==> src/hdl/rc4_pkg.sv <==
// rc4_pkg: shared types and constants of the RC4 stream cipher engine.
// Used by rc4_perm_ram and rc4_stream_cipher; depends on nothing.
package rc4_pkg;

  localparam int PermSize = 256;
  localparam int AddrW    = $clog2(PermSize);
  localparam int ByteW    = 8;
  localparam int MaxKey   = 32;
  localparam int KeyIdxW  = 5;
  localparam int KeyLenW  = 6;
  localparam int TdataW   = 16;

  localparam logic [KeyLenW-1:0] KeyLenReset = KeyLenW'(20);
  localparam logic [AddrW-1:0]   LastEntry   = AddrW'(PermSize - 1);

  typedef enum logic [1:0] {
    MODE_KEY   = 2'd0,
    MODE_SCHED = 2'd1,
    MODE_CRYPT = 2'd2
  } mode_t;

  typedef enum logic [3:0] {
    ST_IDLE,
    ST_FILL,
    ST_KS_A,
    ST_KS_B,
    ST_KS_C,
    ST_CR_I,
    ST_CR_J,
    ST_CR_W,
    ST_HOLD
  } state_t;

  typedef struct packed {
    logic             en;
    logic [AddrW-1:0] addr;
    logic [ByteW-1:0] data;
  } perm_wr_t;

endpackage

==> src/hdl/rc4_perm_ram.sv <==
// rc4_perm_ram: 256 x 8 permutation memory, one write port, two registered read ports.
// A read of the entry written in the same cycle returns the new data.
// Depends on rc4_pkg.
module rc4_perm_ram import rc4_pkg::*; (
  input  logic             clk,
  input  perm_wr_t         wr,
  input  logic [AddrW-1:0] raddr_a,
  input  logic [AddrW-1:0] raddr_b,
  output logic [ByteW-1:0] rdata_a,
  output logic [ByteW-1:0] rdata_b
);

  logic [ByteW-1:0] mem [PermSize];
  logic [ByteW-1:0] q_a;
  logic [ByteW-1:0] q_b;
  logic [ByteW-1:0] wdata_r;
  logic             hit_a;
  logic             hit_b;

  always_ff @(posedge clk) begin
    if (wr.en) begin
      mem[wr.addr] <= wr.data;
    end
    q_a     <= mem[raddr_a];
    q_b     <= mem[raddr_b];
    wdata_r <= wr.data;
    hit_a   <= wr.en && (wr.addr == raddr_a);
    hit_b   <= wr.en && (wr.addr == raddr_b);
  end

  assign rdata_a = hit_a ? wdata_r : q_a;
  assign rdata_b = hit_b ? wdata_r : q_b;

endmodule

==> src/hdl/rc4_stream_cipher.sv <==
// rc4_stream_cipher: RC4 engine with key store, key schedule and crypt step.
// Depends on rc4_pkg and rc4_perm_ram.
// Crypt: each input byte steps through ST_CR_I, ST_CR_J and ST_CR_W on the single
//   permutation memory; the next byte is taken in ST_CR_W, or in ST_IDLE after ST_HOLD.
// Key schedule: fill of all 256 entries, then ST_KS_A, ST_KS_B, ST_KS_C per swap step.
// Reset (rst, synchronous): pointers zero, key_length 20, output empty; permutation
//   and key store hold nothing until written.
module rc4_stream_cipher import rc4_pkg::*; (
  input  logic               clk,
  input  logic               rst,
  input  logic               cfg_wr_en,
  input  logic [KeyLenW-1:0] cfg_wr_data,     // key_length
  input  logic               s_axis_tvalid,
  output logic               s_axis_tready,
  input  logic [TdataW-1:0]  s_axis_tdata,    // [4:0] key_index, [12:5] byte_value
  input  logic [1:0]         s_axis_tuser,    // [1:0] mode
  input  logic               s_axis_tlast,    // last
  output logic               m_axis_tvalid,
  input  logic               m_axis_tready,
  output logic [ByteW-1:0]   m_axis_tdata,    // [7:0] byte_out
  output logic               m_axis_tlast     // last_out
);

  state_t state;
  state_t state_next;

  logic [KeyLenW-1:0]  key_length;
  logic [ByteW-1:0]    key_store [MaxKey];
  logic [ByteW-1:0]    key_q;
  logic [AddrW-1:0]    ptr_i;
  logic [AddrW-1:0]    ptr_j;
  logic [AddrW-1:0]    cnt;
  logic [AddrW-1:0]    acc;
  logic [KeyIdxW-1:0]  kidx;
  logic [KeyIdxW-1:0]  kidx_wrap;
  logic [KeyIdxW-1:0]  kidx_next;
  logic [KeyLenW-1:0]  key_len_eff;
  logic [ByteW-1:0]    si;
  logic                t_is_j;
  logic [ByteW-1:0]    data_r;
  logic                last_r;
  logic [ByteW-1:0]    pend_byte;
  logic                pend_last;

  perm_wr_t            wr;
  logic [AddrW-1:0]    raddr_a;
  logic [AddrW-1:0]    raddr_b;
  logic [ByteW-1:0]    rd_a;
  logic [ByteW-1:0]    rd_b;

  logic                accept;
  logic                out_free;
  mode_t               mode_in;
  logic [KeyIdxW-1:0]  in_key_index;
  logic [ByteW-1:0]    in_byte;
  logic [AddrW-1:0]    i_inc;
  logic [AddrW-1:0]    j_sum;
  logic [AddrW-1:0]    acc_sum;
  logic [AddrW-1:0]    t_sum;
  logic [ByteW-1:0]    ks;
  logic [ByteW-1:0]    res;
  state_t              start_state;

  rc4_perm_ram u_perm (
    .clk     (clk),
    .wr      (wr),
    .raddr_a (raddr_a),
    .raddr_b (raddr_b),
    .rdata_a (rd_a),
    .rdata_b (rd_b)
  );

  assign mode_in      = mode_t'(s_axis_tuser);
  assign in_key_index = s_axis_tdata[KeyIdxW-1:0];
  assign in_byte      = s_axis_tdata[KeyIdxW +: ByteW];
  assign accept       = s_axis_tvalid && s_axis_tready;
  assign out_free     = !m_axis_tvalid || m_axis_tready;

  assign i_inc   = ptr_i + AddrW'(1);
  assign j_sum   = ptr_j + rd_a;
  assign acc_sum = acc + key_q + rd_a;
  assign t_sum   = si + rd_a;
  assign ks      = t_is_j ? si : rd_b;
  assign res     = data_r ^ ks;

  always_comb begin
    if (key_length == '0) begin
      key_len_eff = KeyLenW'(1);
    end else if (key_length > KeyLenW'(MaxKey)) begin
      key_len_eff = KeyLenW'(MaxKey);
    end else begin
      key_len_eff = key_length;
    end
  end

  always_comb begin
    if ((KeyLenW'(kidx) + KeyLenW'(1)) >= key_len_eff) begin
      kidx_wrap = '0;
    end else begin
      kidx_wrap = kidx + KeyIdxW'(1);
    end
  end

  always_comb begin
    if (accept && (mode_in == MODE_SCHED)) begin
      kidx_next = '0;
    end else if (state == ST_KS_C) begin
      kidx_next = kidx_wrap;
    end else begin
      kidx_next = kidx;
    end
  end

  always_comb begin
    unique case (mode_in)
      MODE_CRYPT: start_state = ST_CR_I;
      MODE_SCHED: start_state = ST_FILL;
      default:    start_state = ST_IDLE;
    endcase
  end

  // next state
  always_comb begin
    state_next = state;
    unique case (state)
      ST_IDLE: begin
        if (accept) state_next = start_state;
      end
      ST_FILL: begin
        if (cnt == LastEntry) state_next = ST_KS_A;
      end
      ST_KS_A: state_next = ST_KS_B;
      ST_KS_B: state_next = ST_KS_C;
      ST_KS_C: begin
        state_next = (cnt == LastEntry) ? ST_IDLE : ST_KS_A;
      end
      ST_CR_I: state_next = ST_CR_J;
      ST_CR_J: state_next = ST_CR_W;
      ST_CR_W: begin
        if (accept) begin
          state_next = start_state;
        end else begin
          state_next = out_free ? ST_IDLE : ST_HOLD;
        end
      end
      ST_HOLD: begin
        if (out_free) state_next = ST_IDLE;
      end
      default: state_next = ST_IDLE;
    endcase
  end

  // memory control and handshake
  always_comb begin
    s_axis_tready = 1'b0;
    wr            = '0;
    raddr_a       = i_inc;
    raddr_b       = t_sum;
    unique case (state)
      ST_IDLE: s_axis_tready = 1'b1;
      ST_FILL: begin
        wr      = '{en: 1'b1, addr: cnt, data: ByteW'(cnt)};
        raddr_a = cnt + AddrW'(1);
      end
      ST_KS_A: raddr_a = acc_sum;
      ST_KS_B: wr = '{en: 1'b1, addr: cnt, data: rd_a};
      ST_KS_C: begin
        wr      = '{en: 1'b1, addr: acc, data: si};
        raddr_a = cnt + AddrW'(1);
      end
      ST_CR_I: raddr_a = j_sum;
      ST_CR_J: wr = '{en: 1'b1, addr: ptr_i, data: rd_a};
      ST_CR_W: begin
        s_axis_tready = out_free;
        wr            = '{en: 1'b1, addr: ptr_j, data: si};
      end
      ST_HOLD: s_axis_tready = 1'b0;
      default: s_axis_tready = 1'b0;
    endcase
  end

  // control registers
  always_ff @(posedge clk) begin
    if (rst) begin
      state         <= ST_IDLE;
      ptr_i         <= '0;
      ptr_j         <= '0;
      key_length    <= KeyLenReset;
      m_axis_tvalid <= 1'b0;
    end else begin
      state <= state_next;
      if (cfg_wr_en) begin
        key_length <= cfg_wr_data;
      end
      if (accept && (mode_in == MODE_SCHED)) begin
        ptr_i <= '0;
        ptr_j <= '0;
      end else if (accept && (mode_in == MODE_CRYPT)) begin
        ptr_i <= i_inc;
      end else if (state == ST_CR_I) begin
        ptr_j <= j_sum;
      end
      if (((state == ST_CR_W) || (state == ST_HOLD)) && out_free) begin
        m_axis_tvalid <= 1'b1;
      end else if (m_axis_tready) begin
        m_axis_tvalid <= 1'b0;
      end
    end
  end

  // datapath
  always_ff @(posedge clk) begin
    if (accept && (mode_in == MODE_KEY) && (KeyLenW'(in_key_index) < KeyLenW'(MaxKey))) begin
      key_store[in_key_index] <= in_byte;
    end
    key_q <= key_store[kidx_next];
    kidx  <= kidx_next;

    if (accept && (mode_in == MODE_SCHED)) begin
      cnt <= '0;
      acc <= '0;
    end else if ((state == ST_FILL) || (state == ST_KS_C)) begin
      cnt <= cnt + AddrW'(1);
    end else if (state == ST_KS_A) begin
      acc <= acc_sum;
    end

    if (accept && (mode_in == MODE_CRYPT)) begin
      data_r <= in_byte;
      last_r <= s_axis_tlast;
    end

    if ((state == ST_KS_A) || (state == ST_CR_I)) begin
      si <= rd_a;
    end
    if (state == ST_CR_J) begin
      t_is_j <= (t_sum == ptr_j);
    end

    if (state == ST_CR_W) begin
      if (out_free) begin
        m_axis_tdata <= res;
        m_axis_tlast <= last_r;
      end else begin
        pend_byte <= res;
        pend_last <= last_r;
      end
    end else if ((state == ST_HOLD) && out_free) begin
      m_axis_tdata <= pend_byte;
      m_axis_tlast <= pend_last;
    end
  end

endmodule
==> config.mk <==
export PLATFORM = sky130hd
export DESIGN_NAME = rc4_stream_cipher
export DESIGN_NICKNAME = d
export VERILOG_FILES = /design/src/hdl/rc4_pkg.sv /design/src/hdl/rc4_perm_ram.sv /design/src/hdl/rc4_stream_cipher.sv
export SDC_FILE = /design/constraint.sdc
export NUM_CORES = 2
export LEC_CHECK = 0
export BUFFER_PORTS_ARGS = -buffer_cell sky130_fd_sc_hd__buf_4
export CORE_ASPECT_RATIO = 0.5
export CORE_MARGIN = 1
export CORE_UTILIZATION = 25
export DETAILED_ROUTE_END_ITERATION = 10
export PLACE_DENSITY = 0.5
export SKIP_LAST_GASP = 1
export SLEW_MARGIN = 20
export SYNTH_ARGS = -nofsm -noshare
export SYNTH_HDL_FRONTEND = slang
export SYNTH_SLANG_ARGS = --single-unit
==> constraint.sdc <==
create_clock -name clk -period 6.9 [get_ports clk]
set_input_delay 1.035 -clock clk [delete_from_list [all_inputs] [get_ports clk]]
set_output_delay 1.035 -clock clk [all_outputs]
set_load 0.03 [all_outputs]
==> results.py <==
metrics = {
    "pwr": {
        "p_comb_share_pct": 53.2,
        "power.density_nw_per_um2": 511.3,
        "p_seq_share_pct": 25.7,
        "p_leak_nw": 41.55,
        "clockPowerShare_pct": 21.1,
        "p_int_mw": 38.63,
        "max-vdd-ir-drop_mv": 0.6846,
        "power_mw": 66.55,
        "p_switching_mw": 27.92,
        "switching_share_pct": 41.96,
    },
    "drt": {
        "wire_per_inst_um": 29.10,
        "routed_wirelength_um": 389000,
        "vias": 70130,
        "vias_per_cell": 5.246,
        "drt_iter0_drc": 9035,
        "dr.pass1.iters": 6,
        "drc": 0,
        "drt.antenna.violating_nets": 0,
    },
    "grt": {
        "track_usage_pct": 16.52,
        "grt_max_degree": 210,
        "grt_pass1_vias": 68520,
        "grt-ovfl-total": 0,
        "antenna_found_initial": 27,
        "grt_pass1_wl_um": 543500,
    },
    "die": {
        "num_rows": 174,
        "fp.dieW_um": 953.6,
        "die_y_um": 477.8,
        "start_util_pct": 25.16,
        "core_um2": 450000,
        "pin_count": 41,
        "dieArea_um2": 455700,
    },
    "sta": {
        "hold_viol_final": 0,
        "worst_slew_pin_slew_ps": 1213,
        "report.final.slew_viol_count": 0,
        "max_freq_mhz": 149.4,
        "tns_ps": 0,
        "finalCritPeriodShare_pct": 96.99,
        "rsz0062_at_grt": "false",
        "final.setup.worst_slack_ps": 207.9,
        "min_period_ps": 6692,
        "max-slew-margin-rel_pct": 18.85,
        "setup_viol": 0,
        "finClkSkew_ps": 63.91,
    },
    "yosys": {
        "syn-cell-area_um2": 113200,
        "syn_avg_cell_area_um2": 15.91,
        "synth_edf_count": 2340,
        "yosysWarnings": 0,
        "yosysSeqAreaShare_pct": 63.52,
        "ys_seq_elements": 2422,
        "synthFlopType": "edfxtp_1",
        "syn_nets": 7187,
        "synth_cells": 7115,
        "synth.distinct_cells": 85,
        "async_reset_ff_share_pct": 0,
    },
    "final_layout": {
        "largest_reg_flops": 2048,
        "reg_top3": "u_perm.mem: 2048 flops, key_store: 256 flops",
        "finalInstanceArea_um2": 130200,
        "finalNetCount": 7258,
        "drive_above_1_share_pct": 23.70,
        "area_growth_pct": 15.00,
        "instances_no_fill": 13370,
        "regMostFlops": "u_perm.mem",
    },
    "worst_hold_path": {
        "hold_end": "key_length[2]",
        "min_path_type": "input pin to register",
        "hold_path_depth": 2,
        "hold_start": "cfg_wr_data[2]",
    },
    "worst_setup_path": {
        "r2r-start": "u_perm.hit_a",
        "crit_type": "register to register",
        "r2r_cells": 14,
        "worstPathRequired_ps": 7610,
        "r2r-end": "u_perm.q_a[1]",
        "ff2ff_setup_slack_ps": 210,
        "end_kind": "register",
        "crit_fanout": 40,
        "critPathLaunchType": "register",
        "cp.arrival_ps": 7400,
    },
    "placed_design": {
        "placed_cell_area_um2": 121800,
        "dp.final_hpwl_um": 248600,
        "pre_cts_ws_ps": 375.3,
        "place_congestion": 0.8613,
        "dp_cells": 12900,
        "port_buffers": 37,
    },
    "clock_network": {
        "cts_resized": 0,
        "clock_latency_ps": 870,
        "cts_buffer_depth": 4,
        "cts_tree": "yes",
        "cts_max_level": 5,
        "path_clk_slew_ps": 60,
        "cts_hold_buf": 0,
        "cts_root_buf": "clkbuf_16",
        "cts_inserted_buffers": 266,
        "cts.sinks": 2422,
        "post_cts_buffers": 0,
    },
    "run": {
        "drv_cap": 0,
    },
    "outcome": {
        "outcome": "complete, no violations",
    },
}
how the worst max path moves through the flow:
| stage | startpoint | endpoint | slack (ps) |
|---|---|---|---|
| 6_report | u_perm.hit_a | u_perm.q_a[1] | 210 |
| 2_1_floorplan | state[0] | u_perm.mem[0][0] | 1550 |
| 3_3_place_gp | u_perm.hit_a | u_perm.q_a[1] | 380 |
| 4_1_cts | u_perm.hit_a | u_perm.q_a[1] | 320 |
| 5_1_grt | u_perm.hit_a | u_perm.q_a[1] | 260 |
| 3_5_place_dp | u_perm.hit_a | u_perm.q_a[1] | 380 |
stage by stage:
| step | utilization [%] | hold WS [ps] |
|---|---|---|
| final | 28.93 | 403.7 |
| after global routing | 28.93 | 370.2 |
| after CTS | 28.91 | 350.3 |
| after detailed placement | 27.07 | 446.8 |
| after floorplan | - | 420.4 |
| after global placement | 27.06 | 440.0 |
logic make-up after synthesis:
group	share of synthesized area, %
simple gates	7.231
compound gates	5.680
fa+ha+maj	0.5305
flops	63.52
xor+xnor	0.5947
mux	19.95
buf+inv	2.486
cells in the final DEF (no fill, tap or decap), types with 110 or more instances in the layout:
master     count
nand2_1     1073
a21oi_1      372
nand3_1      300
nor2_1       351
mux2i_1      110
clkbuf_16    274
buf_4        271
edfxtp_1    2340
mux4_2       943
a22oi_1      198
power by group through the flow:
stage / clock [mW] / sequential [mW] / combinational [mW]
floorplan: 0 / 17.5 / 21.1
global placement: 0 / 17.4 / 35.0
detailed placement: 0 / 17.4 / 35.0
CTS: 14.2 / 17.1 / 35.1
global route: 14.7 / 17.1 / 36.6
finish: 14.0 / 17.1 / 35.4
routing by layer:
layer / routed length [um] / share of wire, % / GRT usage, %
met1: 163500 / 42 / 22.96
met2: 176300 / 45 / 25.73
met3: 34480 / 8.9 / 3.427
met4: 14630 / 3.8 / 5.660
met5: 91 / 0.023 / 0
area by class of cell:
type | instances | area, um2
Fill cell | 44450 | 319800
Sequential cell | 2422 | 71910
Multi-Input combinational cell | 4121 | 38830
Tap cell | 5984 | 7487
Clock buffer | 335 | 7146
Timing Repair Buffer | 346 | 3551
Clock inverter | 126 | 1134
Inverter | 29 | 110.1
Antenna cell | 5 | 12.51
cell usage after synthesis, drive strengths merged (32+ instances only):
| master | count | share of area (%) |
|---|---|---|
| edfxtp | 2340 | 62 |
| xnor2 | 47 | 0.37 |
| buf | 303 | 1.6 |
| clkbuf | 240 | 0.80 |
| o211ai | 56 | 0.37 |
| nand3 | 302 | 1.3 |
| a31oi | 40 | 0.22 |
| mux4 | 943 | 19 |
| a22oi | 198 | 1.3 |
| mux2i | 110 | 0.97 |
| ha | 32 | 0.35 |
| a221oi | 50 | 0.39 |
| dfxtp | 82 | 1.5 |
| a21oi | 376 | 1.7 |
| o21ai | 62 | 0.28 |
| nor2 | 374 | 1.3 |
| nand2 | 1101 | 3.7 |
| and3 | 38 | 0.21 |
worst max-delay path: stages, from the launching register on:
cell       delay [ps]
dfxtp_1           550
mux2_2            490
fa_1              460
ha_1              240
fa_1              580
a22oi_1           140
and3_4            350
buf_12            260
nor2_1            940
nand2_1           540
o2111ai_1         330
a21oi_1           210
o41ai_1          1040
buf_4             240
o311ai_1           90
Power figures use the tool's default switching activity.
